<file path="config.mk">
export PLATFORM = sky130hd
export DESIGN_NAME = spae_term_mac
export DESIGN_NICKNAME = d
export VERILOG_FILES = /design/src/rtl/spae_pkg.sv /design/src/rtl/spae_term_mac.sv
export SDC_FILE = /design/constraint.sdc
export NUM_CORES = 1
export LEC_CHECK = 0
export ABC_CLOCK_PERIOD_IN_PS = 18600
export BUFFER_PORTS_ARGS = -buffer_cell sky130_fd_sc_hd__buf_2
export CELL_PAD_IN_SITES_DETAIL_PLACEMENT = 0
export CELL_PAD_IN_SITES_GLOBAL_PLACEMENT = 1
export CORE_MARGIN = 4
export CORE_UTILIZATION = 55
export DETAILED_ROUTE_END_ITERATION = 7
export GPL_ROUTABILITY_DRIVEN = 0
export PLACE_DENSITY = 0.95
export SLEW_MARGIN = 15
export SYNTH_ARGS = -nofsm -noshare
export SYNTH_HDL_FRONTEND = slang
export SYNTH_SLANG_ARGS = --single-unit
</file>
<file path="constraint.sdc">
create_clock -name i_clk -period 18.6 [get_ports i_clk]
set_input_delay 0.93 -clock i_clk [delete_from_list [all_inputs] [get_ports i_clk]]
set_output_delay 0.93 -clock i_clk [all_outputs]
set_load 0.005 [all_outputs]
</file>
<file path="src/rtl/spae_pkg.sv">
// ----------------------------------------------------------------------------
// spae_pkg
// Types and constants shared by the sparse polynomial add/evaluate unit.
// ----------------------------------------------------------------------------
package spae_pkg;

    localparam int COEFF_W = 32;
    localparam int EXP_W   = 8;

    localparam logic [EXP_W-1:0] MAX_EXPONENT = 8'd255;

    localparam logic STATUS_OK   = 1'b0;
    localparam logic STATUS_FULL = 1'b1;

    typedef enum logic [1:0] {
        ACT_LOAD_A = 2'd0,
        ACT_LOAD_B = 2'd1,
        ACT_ADD    = 2'd2,
        ACT_EVAL   = 2'd3
    } t_action;

    typedef enum logic [1:0] {
        KIND_TERM  = 2'd0,
        KIND_VALUE = 2'd1,
        KIND_ACK   = 2'd2
    } t_kind;

    typedef enum logic [3:0] {
        ST_IDLE,
        ST_LOAD_ACK,
        ST_MRG_RD,
        ST_MRG_CMP,
        ST_ADD_EMPTY,
        ST_EV_RD,
        ST_EV_GO,
        ST_EV_WAIT,
        ST_EV_OUT
    } t_state;

    typedef struct packed {
        logic               start;
        logic [COEFF_W-1:0] coeff;
        logic [COEFF_W-1:0] base;
        logic [EXP_W-1:0]   exponent;
    } t_term_req;

    typedef struct packed {
        logic               done;
        logic [COEFF_W-1:0] product;
    } t_term_rsp;

endpackage

</file>
<file path="src/rtl/spae_term_mac.sv">
// ----------------------------------------------------------------------------
// spae_term_mac
// Computes coeff * base^exponent with 32-bit wrap by square and multiply,
// one shared multiplier, one multiply per cycle.
// ----------------------------------------------------------------------------
module spae_term_mac (
    input  logic                i_clk,
    input  logic                i_rst_n,
    input  spae_pkg::t_term_req i_req,
    output spae_pkg::t_term_rsp o_rsp
);
    import spae_pkg::*;

    logic               r_busy;
    logic               r_phase;
    logic [COEFF_W-1:0] r_res;
    logic [COEFF_W-1:0] r_base;
    logic [EXP_W-1:0]   r_exp;
    logic [COEFF_W-1:0] mul_a;
    logic [COEFF_W-1:0] mul_p;
    logic               done;

    assign mul_a = r_phase ? r_base : r_res;
    assign mul_p = COEFF_W'(mul_a * r_base);
    assign done  = r_busy && (r_exp == '0);

    assign o_rsp.done    = done;
    assign o_rsp.product = r_res;

    always_ff @(posedge i_clk) begin
        if (!i_rst_n) begin
            r_busy <= 1'b0;
        end else if (i_req.start) begin
            r_busy <= 1'b1;
        end else if (done) begin
            r_busy <= 1'b0;
        end
    end

    always_ff @(posedge i_clk) begin
        if (i_req.start) begin
            r_res   <= i_req.coeff;
            r_base  <= i_req.base;
            r_exp   <= i_req.exponent;
            r_phase <= 1'b0;
        end else if (r_busy && !done) begin
            if (!r_phase) begin
                if (r_exp[0]) begin
                    r_res <= mul_p;
                end
                r_phase <= 1'b1;
            end else begin
                r_base  <= mul_p;
                r_exp   <= r_exp >> 1;
                r_phase <= 1'b0;
            end
        end
    end

endmodule

</file>
Word level (Yosys, flattened, before mapping)

Cells that the tools add are included.

Word-level logic and storage cells: 31
Bits in registers: 74
Input bits: 75
Output and inout port bits: 33

Multipliers: 1
Equality and inequality tests: 1
Reduce and logical (&&, ||, !) cells: 10
Mux-type cells: 14

Operator list:

| cell                                 | number |
|---|---|
| two-way mux 32 bit                   | 8 |
| multiplier 32 x 32 -> 32 bit         | 1 |
| two-way mux 8 bit                    | 3 |
| logical NOT 8 bit                    | 1 |
| nonzero test 2 bit                   | 4 |
| two-way mux 1 bit                    | 3 |
| AND reduction 3 bit                  | 1 |
| logical AND 1 bit                    | 2 |
| != test 2 bit, second input constant | 1 |
| AND reduction 2 bit                  | 1 |
| logical NOT 1 bit                    | 1 |

Longest topological paths before layout

Gate-level depths: netlist (run 1).

Word-level depth: 6
Mapped depth: 30
Mapped depth without buffers: 26

Worst setup path after synthesis (run 1)

Ideal clock, no wire load.

Kind: reg-to-reg
Start: register r_phase
End: register r_base[28] (data pin)
Data arrival time: 7.423 ns
Stages on the path, launching flop included: 28
Clock period less this slack: 7.561 ns
Path buffers: 4
Library setup time: 0.137 ns
Slack: 11.039 ns
Data required time: 18.463 ns
Cell sequence: dfxtp_1 > buf_6 > buf_2 > mux2_2 > clkbuf_1 > clkbuf_1 > and2_1 > fa_1 > fa_1 > fa_1 > inv_1 > fa_1 > inv_1 > fa_1 > inv_1 > fa_1 > inv_1 > fa_1 > fa_1 > ha_1 > a21o_1 > a21o_1 > a21oi_1 > o21ai_0 > a31o_1 > a41o_1 > or4_1 > nand4_1

Cells in the longest elaborated chain, start to end: 5

Ends and longest elaborated chain:

| what                         | line                | text |
|---|---|---|
| start: declaration           | spae_term_mac.sv:15 | `logic r_phase;` |
| start signal: assignment     | spae_term_mac.sv:45 | `r_phase <= 1'b0;` |
| start signal: assignment     | spae_term_mac.sv:51 | `r_phase <= 1'b1;` |
| start signal: assignment     | spae_term_mac.sv:55 | `r_phase <= 1'b0;` |
| two-way mux 32 bit           | spae_term_mac.sv:23 | `assign mul_a = r_phase ? r_base : r_res;` |
| multiplier 32 x 32 -> 32 bit | spae_term_mac.sv:24 | `assign mul_p = COEFF_W'(mul_a * r_base);` |
| two-way mux 32 bit           | spae_term_mac.sv:47 | `if (!r_phase) begin` |
| two-way mux 32 bit           | spae_term_mac.sv:46 | `end else if (r_busy && !done) begin` |
| two-way mux 32 bit           | spae_term_mac.sv:41 | `if (i_req.start) begin` |
| end signal: assignment       | spae_term_mac.sv:43 | `r_base <= i_req.base;` |
| end signal: assignment       | spae_term_mac.sv:53 | `r_base <= mul_p;` |
| end: declaration             | spae_term_mac.sv:17 | `logic [COEFF_W-1:0] r_base;` |

Every way passes these cells. The select of a mux whose other input is x is not followed.
A chain may end at the register's enable or synchronous reset.

Worst setup path after layout (run 1)

Start: register r_base[6]
End: register r_res[23] (data pin)

Cells in the longest elaborated chain, start to end: 6

Ends and longest elaborated chain:

| what                           | line                | text |
|---|---|---|
| two-way mux 32 bit             | spae_term_mac.sv:23 |  |
| multiplier 32 x 32 -> 32 bit * | spae_term_mac.sv:24 |  |
| two-way mux 32 bit *           | spae_term_mac.sv:48 | `if (r_exp[0]) begin` |
| two-way mux 32 bit *           | spae_term_mac.sv:47 |  |
| two-way mux 32 bit *           | spae_term_mac.sv:46 |  |
| two-way mux 32 bit *           | spae_term_mac.sv:41 |  |
| end signal: assignment         | spae_term_mac.sv:42 | `r_res <= i_req.coeff;` |
| end signal: assignment         | spae_term_mac.sv:49 | `r_res <= mul_p;` |
| end: declaration               | spae_term_mac.sv:16 | `logic [COEFF_W-1:0] r_res;` |

Mark *: on every way between the ends. The rest lies on a longest branch, timed or not. The select of a mux whose other input is x is not followed.

==> flow_metrics.env, run 1 <==
export IMPL_synth_ff_type="edfxtp_1"
export IMPL_yosysMostFrequentCell="fa_1"
export IMPL_cts_hold_buf=0
export IMPL_cts_setup_buffers=0
export IMPL_vias=13970
export IMPL_final_max_slew_viol_count=0
export IMPL_grt_util_met1_pct=38.29
export IMPL_cts_resized=0
export IMPL_postRouteAntennaNets=0
export IMPL_ff_latch_area_um2=2203
export IMPL_grtUsageMet2_pct=44.51
export IMPL_clock_latency_ps=340
export IMPL_core_area_um2=34540
export IMPL_clk_pin_slew_ps=60
export IMPL_dr_pass1_iters=5
export IMPL_nNetsFinal=2657
export IMPL_grt_ovfl_total=0
export IMPL_worst_slew_pin_slew_ps=1061
export IMPL_rows=68
export IMPL_nFillCells=3034
export IMPL_path_cells="mux2_2 -> and2_1 -> fa_1 -> fa_1 -> fa_1 -> inv_1 -> fa_1 -> inv_1 -> ha_1 -> ha_1 -> fa_1 -> fa_1 -> ha_1 -> and4_1 -> nand3_1 -> o21ai_0 -> o21ai_0 -> a21oi_1 -> o21a_1 -> o21ai_0 -> a2111o_1 -> nand3_1"
export IMPL_syn_area_um2=19220
export IMPL_setup_viol=0
export IMPL_finalCriticalPeriod_ps=8346
export IMPL_initial_utilization_pct=55.64
export IMPL_async_reset_ff_share_pct=0
export IMPL_avgSynthCellArea_um2=9.514
export IMPL_drive_gt1_share_pct=9.197
export IMPL_wl_per_cell_um=20.57
export IMPL_cp_top_family="adder cells"
export IMPL_path_buf_inv=2
export IMPL_critical_path_class="reg2reg"
export IMPL_dieArea_um2=38000
export IMPL_cts_tree="built"
export IMPL_crit_path_start_kind="register"
export IMPL_grt_pass1_wl_um=83630
export IMPL_min_period_over_period_pct=44.87
export IMPL_multi_input_area_um2=15160
export IMPL_vias_per_cell=5.565
export IMPL_htree_levels=3
export IMPL_maxCapViolCount=0
export IMPL_routed_wl_um=51640
export IMPL_clockBufferDepth=2
export IMPL_drtIter0Drc=1141
export IMPL_antenna_cells=0
export IMPL_path_max_fanout=27
export IMPL_io_buffers=107
export IMPL_grt_usage_pct=28.17
export IMPL_ctsRootBufferMaster="clkbuf_16"
export IMPL_globalRouteMet3Util_pct=6.916
export IMPL_arrival_ps=8550
export IMPL_die_y_um=194.9
export IMPL_grt_max_degree=90
export IMPL_grt_pass1_vias=15190
export IMPL_cp_end_kind="register"
export IMPL_fmax_ghz=0.1198
export IMPL_grt_busiest_layer="met2"
export IMPL_die_x_um=194.9
export IMPL_ys_ff_latch=74
export IMPL_syn_instance_count=2020
export IMPL_syn_nets=2626
export IMPL_synth_commonest_cells="408 x fa_1, 391 x inv_1, 325 x nand2_1, 300 x and2_1, 123 x ha_1"
export IMPL_critPathSlowestCell="edfxtp_1"
export IMPL_cp_common_cell="fa_1"
export IMPL_synth_area_leaders="fa_1 43%, edfxtp_1 11%, and2_1 9.8%"
export IMPL_clock_sinks=74
export IMPL_synth_cell_types=57
export IMPL_status="complete, no violations"
export IMPL_cts_made_buffers=9
export IMPL_slew_headroom_pct=28.99
export IMPL_synth_edf_count=72
export IMPL_rsz0062_at_grt="no"
export IMPL_ioPinCount=108
export IMPL_dp_hpwl_um=40810
export IMPL_layout_area_overhead_vs_synth_pct=5.716
export IMPL_antenna_found_initial=0
export IMPL_ys_seq_area_share_pct=11.46
export IMPL_required_ps=18800
export IMPL_yosysTopAreaCell="fa_1"
export IMPL_finalHoldViolCount=0
export IMPL_clock_skew_final_ps=10.61
export IMPL_hp_class="reg2reg"
export IMPL_yosysWarnings=0
export IMPL_drc_errors=0
export IMPL_synth_top_cell_area_share_pct=42.50
export IMPL_tns_ps=0
export IMPL_slowest_delay_ps=990
==> path summary, 6_finish.rpt <==
kind / slack [ps] / to / cells past startpoint / from
worst max-delay path: 10250 / r_res[23]$_DFFE_PP_ / 22 / r_base[6]$_DFFE_PP_
worst min-delay path: 590 / r_exp[5]$_DFFE_PP_ / 1 / r_exp[6]$_DFFE_PP_
worst max register to register: 10250 / r_res[23]$_DFFE_PP_ / 22 / r_base[6]$_DFFE_PP_
worst min register to register: 590 / r_exp[5]$_DFFE_PP_ / 1 / r_exp[6]$_DFFE_PP_
==> per-layer routing <==
layer / share of wire, % / up-vias
met3: 10 / 120
li1: - / 6083
met2: 46 / 702
met5: 0 / -
met1: 40 / 7062
met4: 4.0 / 0
==> placed cells by master (no fill, tap or decap), types with 5 or more instances in the layout <==
master,netlist,layout
xnor2_1,59,59
a21oi_1,29,29
and2_1,300,300
nor2_1,15,15
nand4_1,5,5
buf_4,2,13
nand2_1,325,324
a21o_1,20,20
mux2_4,6,6
o21ai_0,22,21
buf_2,1,107
o21bai_1,6,6
nand3_1,7,7
and3_1,5,5
ha_1,123,123
edfxtp_1,72,72
xor2_1,18,18
o211ai_1,6,6
mux2_2,35,35
o21a_1,14,14
inv_1,391,391
clkbuf_16,0,9
fa_1,408,408
==> stage by stage <==
| step | utilization [%] | setup slack [ps] | instances | hold WS (ps) | cell area, um2 |
|---|---|---|---|---|---|
| 2_1_floorplan | - | 11040 | 2020 | 552.3 | 19220 |
| 3_3_place_gp | 57.98 | 10510 | 2494 | 556.8 | 20030 |
| 3_5_place_dp | 57.98 | 10380 | 2494 | 578.9 | 20030 |
| 4_1_cts | 58.74 | 10340 | 2509 | 591.2 | 20290 |
| 5_1_grt | 58.82 | 10040 | 2510 | 613.2 | 20320 |
| 6_report | 58.82 | 10250 | 2510 | 589.6 | 20320 |
==> flip-flops by register name, indices dropped and copies added (netlist names) <==
name	cells
r_base	32
r_busy	1
r_exp	8
r_phase	1
r_res	32
==> cells by family after synthesis <==
| group | after synthesis | synth area share, % |
|---|---|---|
| AO/OA/AOI/OAI | 123 | 4.323 |
| flip-flops | 74 | 11.46 |
| XOR/XNOR | 79 | 3.711 |
| buffers and inverters | 492 | 9.753 |
| AND/OR/NAND/NOR | 679 | 17.68 |
| multiplexers | 42 | 2.572 |
| adder cells (fa/ha/maj) | 531 | 50.51 |
==> worst register-to-register path: cells and delay by family, from the launching register on <==
family | cells | cell delay [ps]
fa+ha+maj | 9 | 3850
compound gates | 6 | 1750
flops | 1 | 990
mux | 1 | 780
simple gates | 4 | 740
buf+inv | 2 | 110
==> area by class of cell <==
class | instances | area share [%]
Tap cell | 455 | 2.802
Sequential cell | 74 | 10.84
Multi-Input combinational cell | 1454 | 74.60
Inverter | 391 | 7.224
Clock buffer | 9 | 1.109
Timing Repair Buffer | 121 | 3.252
Clock inverter | 6 | 0.1724
Power of run 1 is not shown: default switching activity piles up to over one toggle a cycle in this logic, so the estimate is an artifact.
==> run 2: changes to the inputs <==
--- a/config.mk
+++ b/config.mk
@@ -5,15 +5,15 @@
 export SDC_FILE = /design/constraint.sdc
 export NUM_CORES = 1
 export LEC_CHECK = 0
-export ABC_CLOCK_PERIOD_IN_PS = 18600
+export ABC_CLOCK_PERIOD_IN_PS = 6900
 export BUFFER_PORTS_ARGS = -buffer_cell sky130_fd_sc_hd__buf_2
 export CELL_PAD_IN_SITES_DETAIL_PLACEMENT = 0
 export CELL_PAD_IN_SITES_GLOBAL_PLACEMENT = 1
 export CORE_MARGIN = 4
-export CORE_UTILIZATION = 55
+export CORE_UTILIZATION = 46
 export DETAILED_ROUTE_END_ITERATION = 7
 export GPL_ROUTABILITY_DRIVEN = 0
-export PLACE_DENSITY = 0.95
+export PLACE_DENSITY = 0.85
 export SLEW_MARGIN = 15
 export SYNTH_ARGS = -nofsm -noshare
 export SYNTH_HDL_FRONTEND = slang
==> constraint.sdc (replaced) <==
create_clock -name i_clk -period 6.9 [get_ports i_clk]
set_input_delay 0.345 -clock i_clk [delete_from_list [all_inputs] [get_ports i_clk]]
set_output_delay 0.345 -clock i_clk [all_outputs]
set_load 0.005 [all_outputs]
==> run 2 against run 1 <==
  * The run now ends with negative setup slack left
  * Die area rose by 19%
  * Worst setup slack got worse by 11000 ps
  * Critical path depth rose by 2
  * Critical endpoint is now r_base[28]$_DFFE_PP_
==> flow_metrics.env, run 2 (same netlist as run 1, synthesis figures left out) <==
export IMPL_drc_errors=0
export IMPL_slew_headroom_pct=28.22
export IMPL_min_period_over_period_pct=105.6
export IMPL_required_ps=7110
export IMPL_dp_hpwl_um=46970
export IMPL_io_buffers=107
export IMPL_clock_sinks=74
export IMPL_dieArea_um2=45110
export IMPL_cp_end_kind="register"
export IMPL_violations="negative setup slack"
export IMPL_rsz0062_at_grt="yes"
export IMPL_htree_levels=3
export IMPL_status="finished, violations left"
export IMPL_path_max_fanout=11
export IMPL_grt_max_degree=90
export IMPL_crit_path_start_kind="register"
export IMPL_antenna_cells=0
export IMPL_drtIter0Drc=1098
export IMPL_core_area_um2=41110
export IMPL_die_x_um=212.4
export IMPL_rows=74
export IMPL_layout_cells_non_filler=2831
export IMPL_cts_made_buffers=9
export IMPL_vias=15080
export IMPL_tns_ps=-6929
export IMPL_routed_wl_um=58400
export IMPL_grt_usage_pct=26.42
export IMPL_finalCriticalPeriod_ps=7288
export IMPL_grt_pass1_wl_um=90920
export IMPL_numPlacedInstances=2771
export IMPL_initial_utilization_pct=46.75
export IMPL_maxCapViolCount=0
export IMPL_setup_viol=28
export IMPL_clockBufferDepth=2
export IMPL_wl_per_cell_um=20.63
export IMPL_final_max_slew_viol_count=0
export IMPL_clock_skew_final_ps=14.18
export IMPL_arrival_ps=7500
export IMPL_reg_top3="r_base (32), r_res (32), r_exp (8)"
export IMPL_cts_tree="built"
export IMPL_postRouteAntennaNets=0
export IMPL_nNetsFinal=2900
export IMPL_worst_slew_pin_slew_ps=1073
export IMPL_fmax_ghz=0.1372
export IMPL_critical_path_class="reg2reg"
export IMPL_grt_ovfl_total=0
export IMPL_ioPinCount=108
export IMPL_ctsRootBufferMaster="clkbuf_16"
export IMPL_antenna_found_initial=1
export IMPL_final_util_pct=56.64
export IMPL_final_cell_mix="378 x fa_1, 374 x inv_1, 319 x nand2_1, 280 x and2_1, 218 x buf_4"
export IMPL_clock_latency_ps=350
export IMPL_hp_class="in2reg"
export IMPL_grt_pass1_vias=16370
export IMPL_die_y_um=212.4
export IMPL_drive_gt1_share_pct=24.79
export IMPL_layout_area_overhead_vs_synth_pct=21.16
export IMPL_finalHoldViolCount=0
export IMPL_vias_per_cell=5.327
export IMPL_clk_pin_slew_ps=70
export IMPL_final_common_cell="fa_1"
export IMPL_worst_slack_ps=-387.8
export IMPL_dr_pass1_iters=5
-- run 2: layout make-up --
cell class / instances / area [um2]
Inverter: 391 / 1468
Clock buffer: 9 / 225.2
Fill cell: 3538 / 17820
Sequential cell: 74 / 2206
Multi-Input combinational cell: 1457 / 15950
Clock inverter: 7 / 92.59
Timing Repair Buffer: 361 / 2679
Tap cell: 532 / 665.6
-- run 2: worst max-delay path, stage by stage, from the launching register on --
cell	delay, ps
dfxtp_4	380
buf_8	150
buf_6	140
mux2_4	370
buf_4	220
and2_1	190
fa_1	530
inv_1	60
fa_1	470
fa_1	500
inv_1	40
ha_1	280
ha_1	300
fa_1	600
fa_1	460
fa_1	600
ha_4	230
a21o_1	150
a21o_1	170
a21oi_2	150
o21ai_1	100
a31o_1	250
a41o_4	260
or4_4	420
nand4_1	120
-- run 2: path summary, 6_finish.rpt --
kind | from | end | slack (ps) | cells past startpoint
setup / recovery | r_phase$_SDFFE_PP0P_ | r_base[28]$_DFFE_PP_ | -390 | 24
hold / removal | i_rst_n | r_busy$_SDFFE_PN0P_ | 230 | 2
setup reg to reg | r_phase$_SDFFE_PP0P_ | r_base[28]$_DFFE_PP_ | -390 | 24
hold reg to reg | r_exp[6]$_DFFE_PP_ | r_exp[5]$_DFFE_PP_ | 600 | 1
-- run 2: metrics by stage --
step                      setup slack (ps)  instance area, um2  hold WS [ps]
after floorplan                     -160.8               19350         462.8
after global placement              -570.6               21740         560.5
after detailed placement            -638.0               21740         578.1
after CTS                           -384.5               22990         224.5
after global routing                -599.7               23280         234.9
final                               -387.8               23280         230.5
-- run 2: layer usage --
metal / global-route usage [%] / share of wire [%] / up-vias
met3: 6.566 / 10 / 136
met1: 35.45 / 40 / 7601
met2: 41.88 / 46 / 746
met5: 0 / 0.012 / -
met4: 9.951 / 4.4 / 2
li1: - / - / 6597
-- run 2: what timing repair did --
item	4_1_cts	5_1_grt
setup endpoints to repair	31	36
resized for setup	139	68
buffers inserted	36	9
cloned	2	1
pin swaps	84	64
hold buffers	0	0
Power of run 2 is left out for the same reason.
